File: src/rtl/pet_pkg.sv
// ----------------------------------------------------------------------------
// pet_pkg: shared types and constants for the pointer event tracker
// Event codes, button codes, register indexes and the saturation helpers.
// ----------------------------------------------------------------------------
`default_nettype none

package pet_pkg;

	// Width of the position and wheel accumulators.
	localparam int unsigned POS_WIDTH    = 24;
	// Number of tracked buttons (left, right, middle).
	localparam int unsigned BUTTON_COUNT = 3;
	// Width of a velocity, one bit wider than a position.
	localparam int unsigned VEL_WIDTH    = POS_WIDTH + 1;
	// Width of a motion step and of a screen bound.
	localparam int unsigned STEP_WIDTH   = 16;
	localparam int unsigned BOUND_WIDTH  = 16;

	// Byte-padded stream word widths.
	localparam int unsigned IN_DATA_WIDTH  = 88;
	localparam int unsigned OUT_DATA_WIDTH = 160;

	typedef logic signed [POS_WIDTH-1:0] pos_t;
	typedef logic signed [VEL_WIDTH-1:0] vel_t;
	typedef logic [BUTTON_COUNT-1:0]     btn_t;

	typedef enum logic [2:0] {
		CMD_MOTION   = 3'd0,
		CMD_BTN_DOWN = 3'd1,
		CMD_BTN_UP   = 3'd2,
		CMD_TICK     = 3'd3,
		CMD_WARP     = 3'd4
	} cmd_t;

	typedef enum logic [2:0] {
		BTN_LEFT       = 3'd0,
		BTN_MIDDLE     = 3'd1,
		BTN_RIGHT      = 3'd2,
		BTN_WHEEL_UP   = 3'd3,
		BTN_WHEEL_DOWN = 3'd4
	} btn_code_t;

	// Bit positions of the held flags.
	localparam int unsigned HELD_LEFT   = 0;
	localparam int unsigned HELD_RIGHT  = 1;
	localparam int unsigned HELD_MIDDLE = 2;

	// Configuration register indexes.
	localparam logic [1:0] REG_POINTER_CAPTURED = 2'd0;
	localparam logic [1:0] REG_SCREEN_WIDTH     = 2'd1;
	localparam logic [1:0] REG_SCREEN_HEIGHT    = 2'd2;

	// One input event, unpacked from the stream word.
	typedef struct packed {
		logic [2:0]                   command;
		logic signed [STEP_WIDTH-1:0] step_x;
		logic signed [STEP_WIDTH-1:0] step_y;
		logic [2:0]                   button_code;
		pos_t                         warp_x;
		pos_t                         warp_y;
	} item_t;

	// Saturate a sum that is one bit wider than a position.
	function automatic pos_t sat_pos(input logic signed [POS_WIDTH:0] v);
		pos_t r;
		if (v[POS_WIDTH] != v[POS_WIDTH-1]) begin
			r = {v[POS_WIDTH], {(POS_WIDTH-1){~v[POS_WIDTH]}}};
		end else begin
			r = v[POS_WIDTH-1:0];
		end
		return r;
	endfunction

	// Clamp a position to the range zero through top.
	function automatic pos_t clamp_pos(input pos_t v, input logic [BOUND_WIDTH-1:0] top);
		pos_t top_s;
		pos_t r;
		top_s = pos_t'({{(POS_WIDTH-BOUND_WIDTH){1'b0}}, top});
		if (v[POS_WIDTH-1]) begin
			r = '0;
		end else if (v > top_s) begin
			r = top_s;
		end else begin
			r = v;
		end
		return r;
	endfunction

endpackage

`default_nettype wire

File: src/rtl/pointer_event_tracker_unit.sv
// ----------------------------------------------------------------------------
// pointer_event_tracker_unit: pointer position, wheel and button tracker
// Takes one pointer event per word and emits a status word on each frame tick.
// ----------------------------------------------------------------------------
// The unit takes one event word per clock and keeps the pointer position, the
// wheel count and the held buttons. Each accepted word is latched in an input
// register and applied to the state when it leaves that register; a frame
// tick leaves it only when the output register is free or being emptied,
// and its status word goes out via the output register. The sustained
// rate is one event per cycle; the only thing that stops the slave side is a
// frame tick sitting in the input register while the output register holds a
// status word that is not taken in that cycle. Motion and wheel steps saturate
// at the signed 24-bit range, and while the pointer is not captured the
// position is then clamped to zero through the screen width and height. A warp
// loads x and y together with their tick baselines, so the next tick reports
// no x/y motion from the warp itself. Configuration writes take effect at once
// and are meant for idle periods.
`default_nettype none

module pointer_event_tracker_unit (
	input  wire logic                                 clk,
	input  wire logic                                 arst_n,
	// Configuration write port.
	input  wire logic                                 cfg_wr_en,
	input  wire logic [1:0]                           cfg_index,
	input  wire logic [pet_pkg::BOUND_WIDTH-1:0]      cfg_wdata,
	// Event stream.
	input  wire logic                                 s_tvalid,
	output logic                                      s_tready,
	// s_tdata, low bit up: step_x[15:0], step_y[31:16], button_code[34:32],
	// warp_x[58:35], warp_y[82:59], zero fill [87:83].
	input  wire logic [pet_pkg::IN_DATA_WIDTH-1:0]    s_tdata,
	// s_tuser: command[2:0].
	input  wire logic [2:0]                           s_tuser,
	// Status stream.
	output logic                                      m_tvalid,
	input  wire logic                                 m_tready,
	// m_tdata, low bit up: position_x[23:0], position_y[47:24],
	// wheel_position[71:48], velocity_x[96:72], velocity_y[121:97],
	// velocity_wheel[146:122], buttons_held[149:147], press_edges[152:150],
	// release_edges[155:153], axes_moved[156], wheel_moved[157], zero fill.
	output logic [pet_pkg::OUT_DATA_WIDTH-1:0]        m_tdata
);
	import pet_pkg::*;

	localparam int unsigned RES_WIDTH = 3 * POS_WIDTH + 3 * VEL_WIDTH + 3 * BUTTON_COUNT + 2;

	// Configuration registers.
	logic                   captured_q;
	logic [BOUND_WIDTH-1:0] screen_width_q;
	logic [BOUND_WIDTH-1:0] screen_height_q;

	// Tracker state.
	pos_t pos_x_q, pos_y_q, wheel_q;
	pos_t base_x_q, base_y_q, base_wheel_q;
	btn_t held_now_q, held_before_q;

	// Input register.
	logic  valid_s1;
	item_t item_s1;

	// Output register.
	logic                      valid_s2;
	logic [OUT_DATA_WIDTH-1:0] data_s2;

	// Stage control.
	logic  out_free;
	logic  is_tick_s1;
	logic  advance;
	logic  load_out;
	item_t item_in;

	// Next state.
	pos_t pos_x_d, pos_y_d, wheel_d;
	pos_t base_x_d, base_y_d, base_wheel_d;
	btn_t held_now_d, held_before_d;
	pos_t sat_x, sat_y;
	btn_t btn_bit;
	logic btn_is_wheel_up, btn_is_wheel_down;

	// Tick status.
	vel_t                      vel_x, vel_y, vel_w;
	btn_t                      press, rel_edges;
	logic                      axes_moved, wheel_moved;
	logic [RES_WIDTH-1:0]      res_bits;

	// ------------------------------------------------------------------
	// Handshake: a tick may only leave stage 1 when the output register
	// is free or being emptied; every other event leaves unconditionally.
	// ------------------------------------------------------------------
	assign out_free   = !valid_s2 || m_tready;
	assign is_tick_s1 = (item_s1.command == CMD_TICK);
	assign advance    = valid_s1 && (!is_tick_s1 || out_free);
	assign load_out   = advance && is_tick_s1;
	assign s_tready   = !valid_s1 || advance;

	assign item_in.command     = s_tuser;
	assign item_in.step_x      = s_tdata[15:0];
	assign item_in.step_y      = s_tdata[31:16];
	assign item_in.button_code = s_tdata[34:32];
	assign item_in.warp_x      = s_tdata[58:35];
	assign item_in.warp_y      = s_tdata[82:59];

	always_ff @(posedge clk or negedge arst_n) begin
		if (!arst_n) begin
			valid_s1 <= 1'b0;
		end else if (s_tready) begin
			valid_s1 <= s_tvalid;
		end
	end

	always_ff @(posedge clk) begin
		if (s_tready && s_tvalid) begin
			item_s1 <= item_in;
		end
	end

	// ------------------------------------------------------------------
	// Configuration registers.
	// ------------------------------------------------------------------
	always_ff @(posedge clk or negedge arst_n) begin
		if (!arst_n) begin
			captured_q      <= 1'b0;
			screen_width_q  <= 16'd1024;
			screen_height_q <= 16'd768;
		end else if (cfg_wr_en) begin
			case (cfg_index)
				REG_POINTER_CAPTURED: captured_q <= cfg_wdata[0];
				REG_SCREEN_WIDTH:     screen_width_q <= cfg_wdata;
				REG_SCREEN_HEIGHT:    screen_height_q <= cfg_wdata;
				default: ;
			endcase
		end
	end

	// ------------------------------------------------------------------
	// Event decode and state update.
	// ------------------------------------------------------------------
	always_comb begin
		btn_bit           = '0;
		btn_is_wheel_up   = 1'b0;
		btn_is_wheel_down = 1'b0;
		case (item_s1.button_code)
			BTN_LEFT:       btn_bit[HELD_LEFT] = 1'b1;
			BTN_MIDDLE:     btn_bit[HELD_MIDDLE] = 1'b1;
			BTN_RIGHT:      btn_bit[HELD_RIGHT] = 1'b1;
			BTN_WHEEL_UP:   btn_is_wheel_up = 1'b1;
			BTN_WHEEL_DOWN: btn_is_wheel_down = 1'b1;
			default: ;
		endcase
	end

	assign sat_x = sat_pos({pos_x_q[POS_WIDTH-1], pos_x_q} +
		(POS_WIDTH+1)'($signed(item_s1.step_x)));
	assign sat_y = sat_pos({pos_y_q[POS_WIDTH-1], pos_y_q} +
		(POS_WIDTH+1)'($signed(item_s1.step_y)));

	// Velocities and edges are formed from the current state for a tick.
	assign vel_x       = {pos_x_q[POS_WIDTH-1], pos_x_q} - {base_x_q[POS_WIDTH-1], base_x_q};
	assign vel_y       = {pos_y_q[POS_WIDTH-1], pos_y_q} - {base_y_q[POS_WIDTH-1], base_y_q};
	assign vel_w       = {wheel_q[POS_WIDTH-1], wheel_q} -
		{base_wheel_q[POS_WIDTH-1], base_wheel_q};
	assign press       = held_now_q & ~held_before_q;
	assign rel_edges   = ~held_now_q & held_before_q;
	assign axes_moved  = (vel_x != '0) || (vel_y != '0);
	assign wheel_moved = (vel_w != '0);
	assign res_bits    = {wheel_moved, axes_moved, rel_edges, press, held_now_q,
		vel_w, vel_y, vel_x, wheel_q, pos_y_q, pos_x_q};

	always_comb begin
		pos_x_d       = pos_x_q;
		pos_y_d       = pos_y_q;
		wheel_d       = wheel_q;
		base_x_d      = base_x_q;
		base_y_d      = base_y_q;
		base_wheel_d  = base_wheel_q;
		held_now_d    = held_now_q;
		held_before_d = held_before_q;
		case (item_s1.command)
			CMD_MOTION: begin
				if (captured_q) begin
					pos_x_d = sat_x;
					pos_y_d = sat_y;
				end else begin
					pos_x_d = clamp_pos(sat_x, screen_width_q);
					pos_y_d = clamp_pos(sat_y, screen_height_q);
				end
			end
			CMD_BTN_DOWN: begin
				held_now_d = held_now_q | btn_bit;
				if (btn_is_wheel_up) begin
					wheel_d = sat_pos({wheel_q[POS_WIDTH-1], wheel_q} + (POS_WIDTH+1)'(1));
				end else if (btn_is_wheel_down) begin
					wheel_d = sat_pos({wheel_q[POS_WIDTH-1], wheel_q} - (POS_WIDTH+1)'(1));
				end
			end
			CMD_BTN_UP: begin
				held_now_d = held_now_q & ~btn_bit;
			end
			CMD_TICK: begin
				held_before_d = held_now_q;
				base_x_d      = pos_x_q;
				base_y_d      = pos_y_q;
				base_wheel_d  = wheel_q;
			end
			CMD_WARP: begin
				pos_x_d  = item_s1.warp_x;
				pos_y_d  = item_s1.warp_y;
				base_x_d = item_s1.warp_x;
				base_y_d = item_s1.warp_y;
			end
			default: ;
		endcase
	end

	always_ff @(posedge clk or negedge arst_n) begin
		if (!arst_n) begin
			pos_x_q       <= '0;
			pos_y_q       <= '0;
			wheel_q       <= '0;
			base_x_q      <= '0;
			base_y_q      <= '0;
			base_wheel_q  <= '0;
			held_now_q    <= '0;
			held_before_q <= '0;
		end else if (advance) begin
			pos_x_q       <= pos_x_d;
			pos_y_q       <= pos_y_d;
			wheel_q       <= wheel_d;
			base_x_q      <= base_x_d;
			base_y_q      <= base_y_d;
			base_wheel_q  <= base_wheel_d;
			held_now_q    <= held_now_d;
			held_before_q <= held_before_d;
		end
	end

	// ------------------------------------------------------------------
	// Output register.
	// ------------------------------------------------------------------
	always_ff @(posedge clk or negedge arst_n) begin
		if (!arst_n) begin
			valid_s2 <= 1'b0;
		end else if (out_free) begin
			valid_s2 <= load_out;
		end
	end

	always_ff @(posedge clk) begin
		if (load_out) begin
			data_s2 <= {{(OUT_DATA_WIDTH-RES_WIDTH){1'b0}}, res_bits};
		end
	end

	assign m_tvalid = valid_s2;
	assign m_tdata  = data_s2;

`ifndef SYNTHESIS
	// A waiting tick must hold the slave side while the status word is stuck.
	property p_tick_stall;
		@(posedge clk) disable iff (!arst_n)
		(valid_s1 && is_tick_s1 && valid_s2 && !m_tready) |-> !s_tready;
	endproperty
	a_tick_stall: assert property (p_tick_stall) else $error("tick passed a full output");

	// After a tick the baselines of the buttons and the wheel follow the current state.
	property p_tick_baseline;
		@(posedge clk) disable iff (!arst_n)
		load_out |=> (held_before_q == held_now_q) && (base_wheel_q == wheel_q);
	endproperty
	a_tick_baseline: assert property (p_tick_baseline) else $error("baseline not updated");

	// A warp leaves no x/y motion for the next tick.
	property p_warp_base;
		@(posedge clk) disable iff (!arst_n)
		(advance && (item_s1.command == CMD_WARP)) |=>
			(pos_x_q == base_x_q) && (pos_y_q == base_y_q);
	endproperty
	a_warp_base: assert property (p_warp_base) else $error("warp baseline mismatch");

	// An uncaptured motion keeps x inside the screen bounds.
	property p_motion_clamp;
		@(posedge clk) disable iff (!arst_n)
		(advance && (item_s1.command == CMD_MOTION) && !captured_q) |=>
			!pos_x_q[POS_WIDTH-1] &&
			(pos_x_q <= pos_t'({{(POS_WIDTH-BOUND_WIDTH){1'b0}}, $past(screen_width_q)}));
	endproperty
	a_motion_clamp: assert property (p_motion_clamp) else $error("x left the screen");
`endif

endmodule

`default_nettype wire
File: config.mk
export PLATFORM = sky130hd
export DESIGN_NAME = pointer_event_tracker_unit
export DESIGN_NICKNAME = d
export VERILOG_FILES = /design/src/rtl/pet_pkg.sv /design/src/rtl/pointer_event_tracker_unit.sv
export SDC_FILE = /design/constraint.sdc
export NUM_CORES = 1
export LEC_CHECK = 0
export BUFFER_PORTS_ARGS = -buffer_cell sky130_fd_sc_hd__buf_2
export CAP_MARGIN = 10
export CORE_ASPECT_RATIO = 0.9
export CORE_UTILIZATION = 57
export CTS_CLUSTER_DIAMETER = 80
export CTS_CLUSTER_SIZE = 10
export DETAILED_ROUTE_END_ITERATION = 16
export MAX_ROUTING_LAYER = met4
export PLACE_DENSITY = 0.78
export REMOVE_ABC_BUFFERS = 1
export SYNTH_ARGS = -nofsm -noshare
export SYNTH_HDL_FRONTEND = slang
export SYNTH_SLANG_ARGS = --single-unit
File: constraint.sdc
create_clock -name clk -period 12.5 [get_ports clk]
set_clock_uncertainty 0.2 [all_clocks]
set_input_delay 0.625 -clock clk [delete_from_list [all_inputs] [get_ports clk]]
set_output_delay 0.625 -clock clk [all_outputs]
set_load 0.005 [all_outputs]
==> results of run 1 <==
-- layout by cell type, fill, tap and decap left out, types with 13 or more instances in the layout --
| cell type | Yosys | final |
|---|---|---|
| nor3_1 | 30 | 30 |
| nand2_1 | 295 | 294 |
| nor2_1 | 193 | 193 |
| a31oi_1 | 77 | 77 |
| o211ai_1 | 29 | 29 |
| clkbuf_16 | 0 | 50 |
| nand2b_1 | 21 | 20 |
| o22ai_1 | 21 | 21 |
| xnor2_1 | 59 | 59 |
| dfrtp_1 | 182 | 182 |
| o21ai_0 | 130 | 130 |
| buf_4 | 2 | 18 |
| o21a_1 | 32 | 32 |
| nand4_1 | 25 | 25 |
| xor2_1 | 44 | 44 |
| o2bb2ai_1 | 17 | 17 |
| nand3_1 | 37 | 37 |
| o31ai_1 | 20 | 20 |
| edfxtp_1 | 244 | 244 |
| o21ai_1 | 40 | 40 |
| buf_2 | 0 | 267 |
| ha_1 | 158 | 158 |
| inv_1 | 152 | 152 |
| clkbuf_1 | 91 | 37 |
| nor4_1 | 22 | 21 |
| dlygate4sd3_1 | 0 | 77 |
| nor2b_1 | 25 | 23 |
| and3_1 | 13 | 13 |
| a21oi_1 | 170 | 170 |
| a211oi_1 | 23 | 22 |
| a21o_1 | 29 | 29 |
| mux2_2 | 37 | 37 |
-- flip-flops by register name, summed over array words and instances, names as in the netlist, named ones only --
register,cells
captured_q,1
m_tdata,158
screen_height_q,16
wheel_q,24
m_tvalid,1
screen_width_q,16
held_before_q,3
pos_x_q,24
item_s1,86
valid_s1,1
base_wheel_q,24
pos_y_q,24
base_y_q,24
base_x_q,24
-- repair_timing --
action	4_1_cts	5_1_grt
hold buffers	77	0
gates resized for setup	0	0
hold endpoints to repair	148	0
setup buffers	0	0
-- logic make-up (layout without fill, tap and decap cells) --
| group | after synthesis | count (layout) | share of synthesized area, % |
|---|---|---|---|
| multiplexers | 42 | 42 | 1.93 |
| other | 1 | 5 | 0.0155 |
| AND/OR/NAND/NOR | 728 | 728 | 13.9 |
| adder cells (fa/ha/maj) | 163 | 163 | 8.61 |
| flip-flops | 429 | 429 | 49.6 |
| AO/OA/AOI/OAI | 693 | 693 | 18.1 |
| buffers and inverters | 252 | 610 | 3.95 |
| XOR/XNOR | 106 | 106 | 3.94 |
-- worst reg2reg max path: cells and delay by family, from the launching register on --
family          cells  cell delay, ns
flops               1            0.55
xor+xnor            1            0.15
simple gates        7            1.79
fa+ha+maj           3            1.71
compound gates     11            2.85
buf+inv             1            0.29
-- worst max-delay path by stage --
stage,end,startpoint,cells past startpoint
finish,pos_x_q[4]$_DFFE_PN0P_,item_s1[82]$_DFFE_PP_,23
global route,pos_x_q[3]$_DFFE_PN0P_,item_s1[82]$_DFFE_PP_,25
global placement,pos_x_q[4]$_DFFE_PN0P_,item_s1[82]$_DFFE_PP_,25
detailed placement,pos_x_q[4]$_DFFE_PN0P_,item_s1[82]$_DFFE_PP_,25
floorplan,base_x_q[0]$_DFFE_PN0P_,m_tready,4
CTS,pos_x_q[4]$_DFFE_PN0P_,item_s1[82]$_DFFE_PP_,25
-- power by group through the flow --
stage	logic (µW)	clock network, µW	registers [µW]
2_1_floorplan	2910	0	2120
3_3_place_gp	3840	0	2230
3_5_place_dp	3970	0	2240
4_1_cts	4030	1350	2210
5_1_grt	4510	1400	2240
6_report	4110	1330	2220
-- layer usage --
layer / vias up / global-route usage [%] / share of wire [%]
met5: - / - / 0
met4: 0 / 12.9 / 3.6
met3: 171 / 4.36 / 7.2
met2: 889 / 51.1 / 47
met1: 9782 / 42.7 / 42
li1: 9484 / - / -
-- through the flow --
step | total power, µW | instances | worst slack [ns]
2_1_floorplan | 5030 | 2317 | 0.690
3_3_place_gp | 6060 | 3151 | 5.18
3_5_place_dp | 6200 | 3151 | 4.98
4_1_cts | 7590 | 3320 | 4.98
5_1_grt | 8150 | 3323 | 4.26
6_report | 7650 | 3323 | 4.85
-- layout make-up --
type                    count  area, µm²  share of cell area [%]
clock buffers              87       1390                    4.92
inverters                 154        578                    2.05
repair buffers            364       2270                    8.05
diodes                      3       7.51                  0.0266
flip-flops and latches    429      12000                    42.3
multi-input cells        1734      11300                    40.0
well taps                 547        684                    2.42
clock inverters             5       51.3                   0.182
==> out/qor.yml, run 1 <==
worst_pin_slew_ns: 1.17
yosysSeqAreaShare_pct: 49.6
firstDrtPassIters: 7
synth_common_cells: "295 x nand2_1, 244 x edfxtp_1, 193 x nor2_1, 182 x dfrtp_1, 170 x a21oi_1"
fin_area_mm2: 0.0282
drtIter0Drc: 2043
reg2reg_from: "item_s1[82]$_DFFE_PP_"
r2r_setup_slack_ns: 4.85
synthFlopType: "edfxtp_1"
reg2reg_to: "pos_x_q[4]$_DFFE_PN0P_"
synth_warnings: 0
path_delay_family: "compound AO/OA/AOI/OAI gates"
slew_viol_final: 0
fin_util_pct: 67.6
drc: 0
intPower_uw: 4250
ioPinCount: 276
min_path_type: "in2reg"
cp_slowest_cell: "ha_1"
synth_enable_flop_cells: 244
critPathKind: "reg2reg"
critical_path.endpoint_type: "flop"
min_delay_worst_endpoint: "item_s1[17]$_DFFE_PP_"
io_buffers: 268
ys_ff_latch: 429
cp.arrival_ns: 7.93
status: "complete, no violations"
finalHoldViolCount: 0
synth_top_area_cell: "edfxtp_1"
nFillCells: 3220
cpMostUsedCell: "ha_1"
grt_pass1_vias: 19525
std_cell_rows: 71
postRouteAntennaNets: 0
cp.required_ns: 12.77
p_sw_uw: 3400
p_leak_uw: 0.0119
postSynth.asyncResetShare_pct: 43.1
syn_to_final_growth_pct: 17.0
cts_tree: "done"
slowest_delay_ns: 0.92
path_max_fanout: 29
yosys.cell_count.top_type: "nand2_1"
cts.clk_slew.worst_paths_ns: 0.06
p_per_area_mw_per_mm2: 271
drv_cap: 0
grt_max_degree: 209
rr_worst_depth: 23
rsz0062_at_grt: "no"
ctsRootBufferMaster: "clkbuf_16"
grt_first_pass_wirelength_um: 106000
syn-instance-count: 2414
layout_min_cycle_time_ns: 7.65
grt_usage_pct: 32.5
holdWs_ns: 0.0216
dp_hpwl_um: 48100
hp-start: "s_tdata[76]"
wl_per_cell_um: 20.6
period_share_pct: 61.2
vias_per_cell: 6.12
insertion_delay_ns: 0.60
pwr-share-seq_pct: 29.0
core_mm2: 0.0418
antenna_found_initial: 3
dr_total_vias: 20326
swShare_pct: 44.5
setup.worst_path.start_class: "flop"
fin_setup_tns_ns: 0
routabilityCongestion: 0.957
start_util_pct: 57.8
netlist_top_cells_area: "edfxtp_1 30%, dfrtp_1 19%, ha_1 8.2%, nand2_1 4.6%, a21oi_1 3.5%"
hold_depth: 1
netlist.area_leader.share_pct: 30.4
overflow: 0
avgSynthCellArea_um2: 10.0
fmax_mhz: 131
die_h_um: 197
routed_wirelength_um: 68300
place_area_mm2: 0.0260
p_comb_share_pct: 53.7
timing.max_slew.rel_slack_pct: 22.0
clock_path_buffers: 3
crit_chain: "ha_1, a21o_1, and2_1, o311ai_1, nand3_1, a31oi_1, nor2b_1, o21ai_0, nand2b_1, xnor2_1, ha_1, o21ai_1, buf_4, o21ai_0, ha_1, a211o_1, a221oi_1, a21o_1, nand4_1, nor4_1, nand4_1, o211ai_1, a21oi_1"
cts.sinks: 429
die_w_um: 219
h-tree-depth: 2
dieArea_mm2: 0.0432
clkPwrFrac_pct: 17.4
syn-cell-area_mm2: 0.0241
vdd_drop_max_mv: 0.191
synth_cell_type_count: 90
setup_viol: 0
path_buf_inv: 1
drive_above_1_share_pct: 15.0
finalNetCount: 3009
cts_buffers: 49
(Power assumes the default switching activity.)
==> inputs of run 2 (changes only) <==
==> constraint.sdc (replaced) <==
create_clock -name clk -period 7.45 [get_ports clk]
set_clock_uncertainty 0.2 [all_clocks]
set_input_delay 0.3725 -clock clk [delete_from_list [all_inputs] [get_ports clk]]
set_output_delay 0.3725 -clock clk [all_outputs]
set_load 0.005 [all_outputs]
==> run 2 against run 1 <==
Clock power rose by 64%. Highest routed layer unchanged. Largest power group unchanged. Critical path type unchanged. Maximum frequency rose by 17%. Core utilization grew 0.82 points. Hold slack better by 0.17 ns.
==> out/qor.yml, run 2 (synthesized netlist as in run 1, its figures left out) <==
status: "complete, no violations"
min_path_type: "in2async"
grt_first_pass_wirelength_um: 109000  # +2.9%
antenna_found_initial: 2  # -1
layout_min_cycle_time_ns: 6.55  # -1.11 ns
dieArea_mm2: 0.0432  # unchanged
cts.clk_slew.worst_paths_ns: 0.06  # about the same
drtIter0Drc: 1905  # -6.8%
syn_to_final_growth_pct: 18.4
wl_met3_um: 4490  # -9.4%
place_area_mm2: 0.0261  # +0.37%
clock_path_buffers: 3  # unchanged
reg2reg_from: "item_s1[82]$_DFFE_PP_"
cp-startpoint: "item_s1[82]$_DFFE_PP_"
firstDrtPassIters: 7  # unchanged
finalHoldViolCount: 0  # unchanged
cts.sinks: 429  # unchanged
critPathKind: "reg2reg"
worst_pin_slew_ns: 1.07  # -0.0978 ns
cts_tree: "done"
rsz0062_at_grt: "no"
std_cell_rows: 71  # unchanged
routabilityCongestion: 0.936  # -2.2%
setup_viol: 0  # unchanged
h-tree-depth: 2  # unchanged
p_leak_uw: 0.0120  # +1.3%
drive_above_1_share_pct: 15.0  # about the same
vdd_drop_max_mv: 0.301  # +58%
period_share_pct: 87.9  # +27 points
dp_hpwl_um: 49200  # +2.4%
die_w_um: 219  # unchanged
setup.worst_path.start_class: "flop"
fin_area_mm2: 0.0286  # +1.2%
wl_per_cell_um: 21.1  # +2.4%
start_util_pct: 57.8  # unchanged
post_cts_buffers: 0  # unchanged
drv_cap: 0  # unchanged
io_buffers: 268  # unchanged
insertion_delay_ns: 0.60  # about the same
place_ws_ns: 1.08  # -3.89 ns
cts_buffers: 48  # -2.0%
slowest_delay_ns: 0.57  # -0.35 ns
fmax_mhz: 153  # +17%
critical_path.endpoint_type: "flop"
cp.arrival_ns: 6.85  # -1.08 ns
drc: 0  # unchanged
cp_slowest_cell: "edfxtp_1"
largest_reg_flops: 158  # unchanged
grt_max_degree: 209  # unchanged
cts-resized-gates: 0  # unchanged
vias_per_cell: 6.11  # -0.12%
ctsRootBufferMaster: "clkbuf_16"
wl_met2_um: 34100  # +5.9%
die_h_um: 197  # unchanged
core_mm2: 0.0418  # unchanged
cp.required_ns: 7.75  # -5.02 ns
power.total_uw: 13000  # +70%
p_per_area_mw_per_mm2: 456  # +68%
path_max_fanout: 17  # -41%
overflow: 0  # unchanged
ioPinCount: 276  # unchanged
wl_met1_um: 29900  # +4.6%
grt_pass1_vias: 19837  # +1.6%
routed_wirelength_um: 70700  # +3.6%
postRouteAntennaNets: 0  # unchanged
finalNetCount: 3050  # +1.4%
timing.max_slew.rel_slack_pct: 28.5  # +6.5 points
top_layer_used: "met4"
rr_worst_depth: 27  # +17%
grt_usage_pct: 33.6  # +1.2 points
layout_commonest_cell: "nand2_1"
dr_total_vias: 20521  # +0.96%
finalWorstSetupSlack_ns: 0.905  # -3.94 ns
final_cell_mix: "294 x nand2_1, 267 x buf_2, 244 x edfxtp_1"
slew_viol_final: 0  # unchanged
hold_buffers: 107  # +39%
run 2: cell types whose count changed in the layout (fill, tap and decap cells not counted), sizes merged:
cell,change
dlygate4sd3,+30
diode,-2
clkinv,-4
inv,-1
clkbuf,+1
buf,+12
run 2: cell type report:
class	instances	area, µm²
Fill cell	3115	13200
Sequential cell	429	12000
Multi-Input combinational cell	1734	11300
Timing Repair Buffer	406	2690
Clock buffer	88	1370
Tap cell	547	684
Inverter	154	578
Antenna cell	1	2.50
run 2: worst paths after layout:
path                                               end  slack, ns
max                             pos_x_q[0]$_DFFE_PN0P_       0.90
min                        base_wheel_q[6]$_DFFE_PN0P_       0.19
max reg2reg                     pos_x_q[0]$_DFFE_PN0P_       0.90
min reg2reg                base_wheel_q[0]$_DFFE_PN0P_       0.31
max in group asynchronous      base_x_q[2]$_DFFE_PN0P_       5.39
min in group clk                 item_s1[53]$_DFFE_PP_       0.29
run 2: routing by layer:
| layer | vias up | GRT usage, % |
|---|---|---|
| met5 | - | - |
| met4 | 0 | 11.7 |
| met3 | 155 | 3.53 |
| met2 | 891 | 54.8 |
| met1 | 9920 | 43.9 |
| li1 | 9555 | - |
run 2: through the flow:
step | util, % | hold slack (ns) | TNS, ns | cells
after detailed placement | 62.6 | 0.301 | 0 | 3162
after global routing | 68.5 | 0.280 | 0 | 3359
after CTS | 68.4 | 0.262 | 0 | 3357
final | 68.5 | 0.189 | 0 | 3359
after global placement | 62.6 | 0.270 | 0 | 3162
after floorplan | - | -0.123 | -689.50 | 2317
run 2: critical path: cells and delay by family, from the launching register on:
kind,cells,cell delay [ns]
xor+xnor,1,0.24
flops,1,0.57
simple gates,10,1.66
fa+ha+maj,3,1.06
buf+inv,3,0.59
compound gates,10,2.13
run 2: power by group:
group	total [µW]	internal, µW	switching [µW]	leakage, µW
clock	2180	1230	952	0.000650
sequential	3730	3190	538	0.00446
combinational	7110	2800	4310	0.00691
==> inputs of run 3 (changes only) <==
--- a/config.mk
+++ b/config.mk
@@ -5,6 +5,7 @@
 export SDC_FILE = /design/constraint.sdc
 export NUM_CORES = 1
 export LEC_CHECK = 0
+export ABC_AREA = 1
 export BUFFER_PORTS_ARGS = -buffer_cell sky130_fd_sc_hd__buf_2
 export CAP_MARGIN = 10
 export CORE_ASPECT_RATIO = 0.9
==> run 3 against run 2 <==
Combinational power grew 12%. Routed wire length grew 0.82%. Setup slack improved by 0.46 ns. Via count grew 13%. Critical endpoint is now pos_x_q[14]$_DFFE_PN0P_. First-iteration DRC count increased by 2.7%.
==> out/qor.yml, run 3 <==
yosysSeqAreaShare_pct: 45.5  # -4.0 points
overflow: 0  # unchanged
period_share_pct: 81.7  # -6.2 points
die_h_um: 206  # +4.3%
multi_input_area_mm2: 0.0119  # +5.5%
p_per_area_mw_per_mm2: 450  # -1.2%
fmax_mhz: 164  # +7.6%
start_util_pct: 57.8  # about the same
drive_above_1_share_pct: 11.3  # -3.7 points
setup.worst_path.start_class: "flop"
vias_per_cell: 5.40  # -12%
routabilityCongestion: 0.949  # +1.3%
drc: 0  # unchanged
synth_enable_flop_cells: 244  # unchanged
syn-instance-count: 3275  # +36%
netlist_top_cells_area: "edfxtp_1 28%, dfrtp_1 17%, nand2_1 12%, inv_1 7.7%, ha_1 7.5%"
cts.sinks: 429  # unchanged
ctsRootBufferMaster: "clkbuf_16"
antenna_found_initial: 0  # -2
grt_max_degree: 106  # -49%
syn-cell-area_mm2: 0.0263  # +8.8%
setup_viol: 0  # unchanged
layout_commonest_cell: "nand2_1"
ys_ff_latch: 429  # unchanged
yosys.cell_count.top_type: "nand2_1"
status: "complete, no violations"
grt_usage_pct: 31.3  # -2.4 points
critPathKind: "reg2reg"
cp.arrival_ns: 6.40  # -0.45 ns
final_cell_mix: "847 x nand2_1, 537 x inv_1, 300 x o21ai_0"
synthFlopType: "edfxtp_1"
finalWorstSetupSlack_ns: 1.37  # +0.462 ns
wl_per_cell_um: 16.7  # -21%
holdWs_ns: 0.0923  # -0.0971 ns
netlist.area_leader.share_pct: 27.9  # -2.5 points
drv_cap: 0  # unchanged
place_ws_ns: 1.49  # +0.408 ns
die_w_um: 228  # +4.3%
synth_warnings: 0  # unchanged
rsz0062_at_grt: "no"
finalHoldViolCount: 0  # unchanged
antenna_cells: 0  # -1
place_area_mm2: 0.0282  # +7.8%
postSynth.asyncResetShare_pct: 43.1  # unchanged
timing.max_slew.rel_slack_pct: 24.5  # -4.0 points
h-tree-depth: 2  # unchanged
dr_total_vias: 23112  # +13%
slew_viol_final: 0  # unchanged
fin_setup_tns_ns: 0  # unchanged
cp_slowest_cell: "nand3_1"
path_max_fanout: 16  # -1
min_path_type: "in2async"
routed_wirelength_um: 71300  # +0.82%
slowest_delay_ns: 0.47  # -0.10 ns
drtIter0Drc: 1957  # +2.7%
cts_tree: "done"
cp.required_ns: 7.76  # about the same
cts_buffers: 48  # unchanged
fin_area_mm2: 0.0306  # +7.0%
nFillCells: 3721  # +19%
worst_pin_slew_ns: 1.13  # +0.0557 ns
post_cts_buffers: 0  # unchanged
synth_top_area_cell: "edfxtp_1"
largest_reg_flops: 158  # unchanged
postRouteAntennaNets: 0  # unchanged
firstDrtPassIters: 6  # -1
avgSynthCellArea_um2: 8.02  # -20%
syn_to_final_growth_pct: 16.5
critical_path.endpoint_type: "flop"
grt_first_pass_wirelength_um: 112000  # +2.9%
io_buffers: 268  # unchanged
synth_cell_type_count: 51  # -43%
clock_path_buffers: 3  # unchanged
insertion_delay_ns: 0.59  # about the same
cts-resized-gates: 0  # unchanged
cpMostUsedCell: "nand2_1"
std_cell_rows: 74  # +4.2%
core_mm2: 0.0455  # +8.9%
regArea_mm2: 0.0120  # unchanged
layout_min_cycle_time_ns: 6.08  # -0.462 ns
dp_hpwl_um: 51700  # +5.1%
finalNetCount: 3909  # +28%
hold_buffers: 107  # unchanged
grt_pass1_vias: 21476  # +8.3%
dieArea_mm2: 0.0469  # +8.7%
synth_common_cells: "848 x nand2_1, 540 x inv_1, 300 x o21ai_0, 244 x edfxtp_1, 229 x nand3_1"
ioPinCount: 276  # unchanged
vdd_drop_max_mv: 0.240  # -20%
p_leak_uw: 0.0151  # +26%
cts.clk_slew.worst_paths_ns: 0.06  # about the same
## run 3: changes by cell type in the layout (fill, tap and decap cells not counted), sizes merged, moves of 29 or more
cell,change
xor2,+38
o21ai,+138
a21oi,-36
or2,+29
mux2,-37
nand2,+559
xnor2,-35
inv,+395
nand3,+202
a31oi,-66
## run 3: layout make-up
cell class / count / area share (%)
well taps: 608 / 2.49
clock inverters: 2 / 0.0818
flip-flops and latches: 429 / 39.1
clock buffers: 86 / 4.39
multi-input cells: 2216 / 39.0
repair buffers: 388 / 8.23
inverters: 549 / 6.76
## run 3: report_power, final
part | internal [µW] | switching, µW
Combinational | 2750 | 5180
Clock | 1210 | 940
Sequential | 3200 | 491
## run 3: logic make-up after synthesis
family                     synth area share [%]
xor gates and xnor gates                   3.64
other                                    0.0143
DFF                                        45.5
AOI/OAI and AO/OA                          10.5
adders and majority gates                  7.91
buffers and inverters                      9.17
and+or+nand+nor                            23.2
## run 3: routing by layer
metal  GRT usage (%)  wire, µm  vias to the layer above
met5               -         0                        -
met4            11.2      2420                        0
met3            3.56      4810                      147
met2            49.4     32400                      896
met1            41.9     31600                    10709
li1                -         -                    11360
## run 3: worst max-delay path, delay by kind of cell (launching register included)
kind / cells / cell delay (ns)
AOI/OAI and AO/OA: 5 / 0.71
and+or+nand+nor: 19 / 2.76
adders and majority gates: 3 / 1.16
DFF: 1 / 0.44
xor gates and xnor gates: 1 / 0.19
buffers and inverters: 3 / 0.52
## run 3: path summary, 6_finish.rpt
path / slack (ns) / startpoint / endpoint / cells past startpoint
setup / recovery: 1.37 / pos_x_q[2]$_DFFE_PN0P_ / pos_x_q[14]$_DFFE_PN0P_ / 31
hold / removal: 0.09 / arst_n / base_x_q[5]$_DFFE_PN0P_ / 2
setup reg to reg: 1.37 / pos_x_q[2]$_DFFE_PN0P_ / pos_x_q[14]$_DFFE_PN0P_ / 31
hold reg to reg: 0.28 / base_wheel_q[17]$_DFFE_PN0P_ / base_wheel_q[17]$_DFFE_PN0P_ / 2
max in group asynchronous: 5.63 / arst_n / base_wheel_q[21]$_DFFE_PN0P_ / 3
min in group clk: 0.28 / base_wheel_q[17]$_DFFE_PN0P_ / base_wheel_q[17]$_DFFE_PN0P_ / 2
## run 3: through the flow
step           total power (µW)  util (%)  instances
2_1_floorplan              9240         -       3194
3_3_place_gp              11300      61.9       4082
3_5_place_dp              11400      61.9       4082
4_1_cts                   13600      67.3       4277
5_1_grt                   15000      67.3       4278
6_report                  13800      67.3       4278
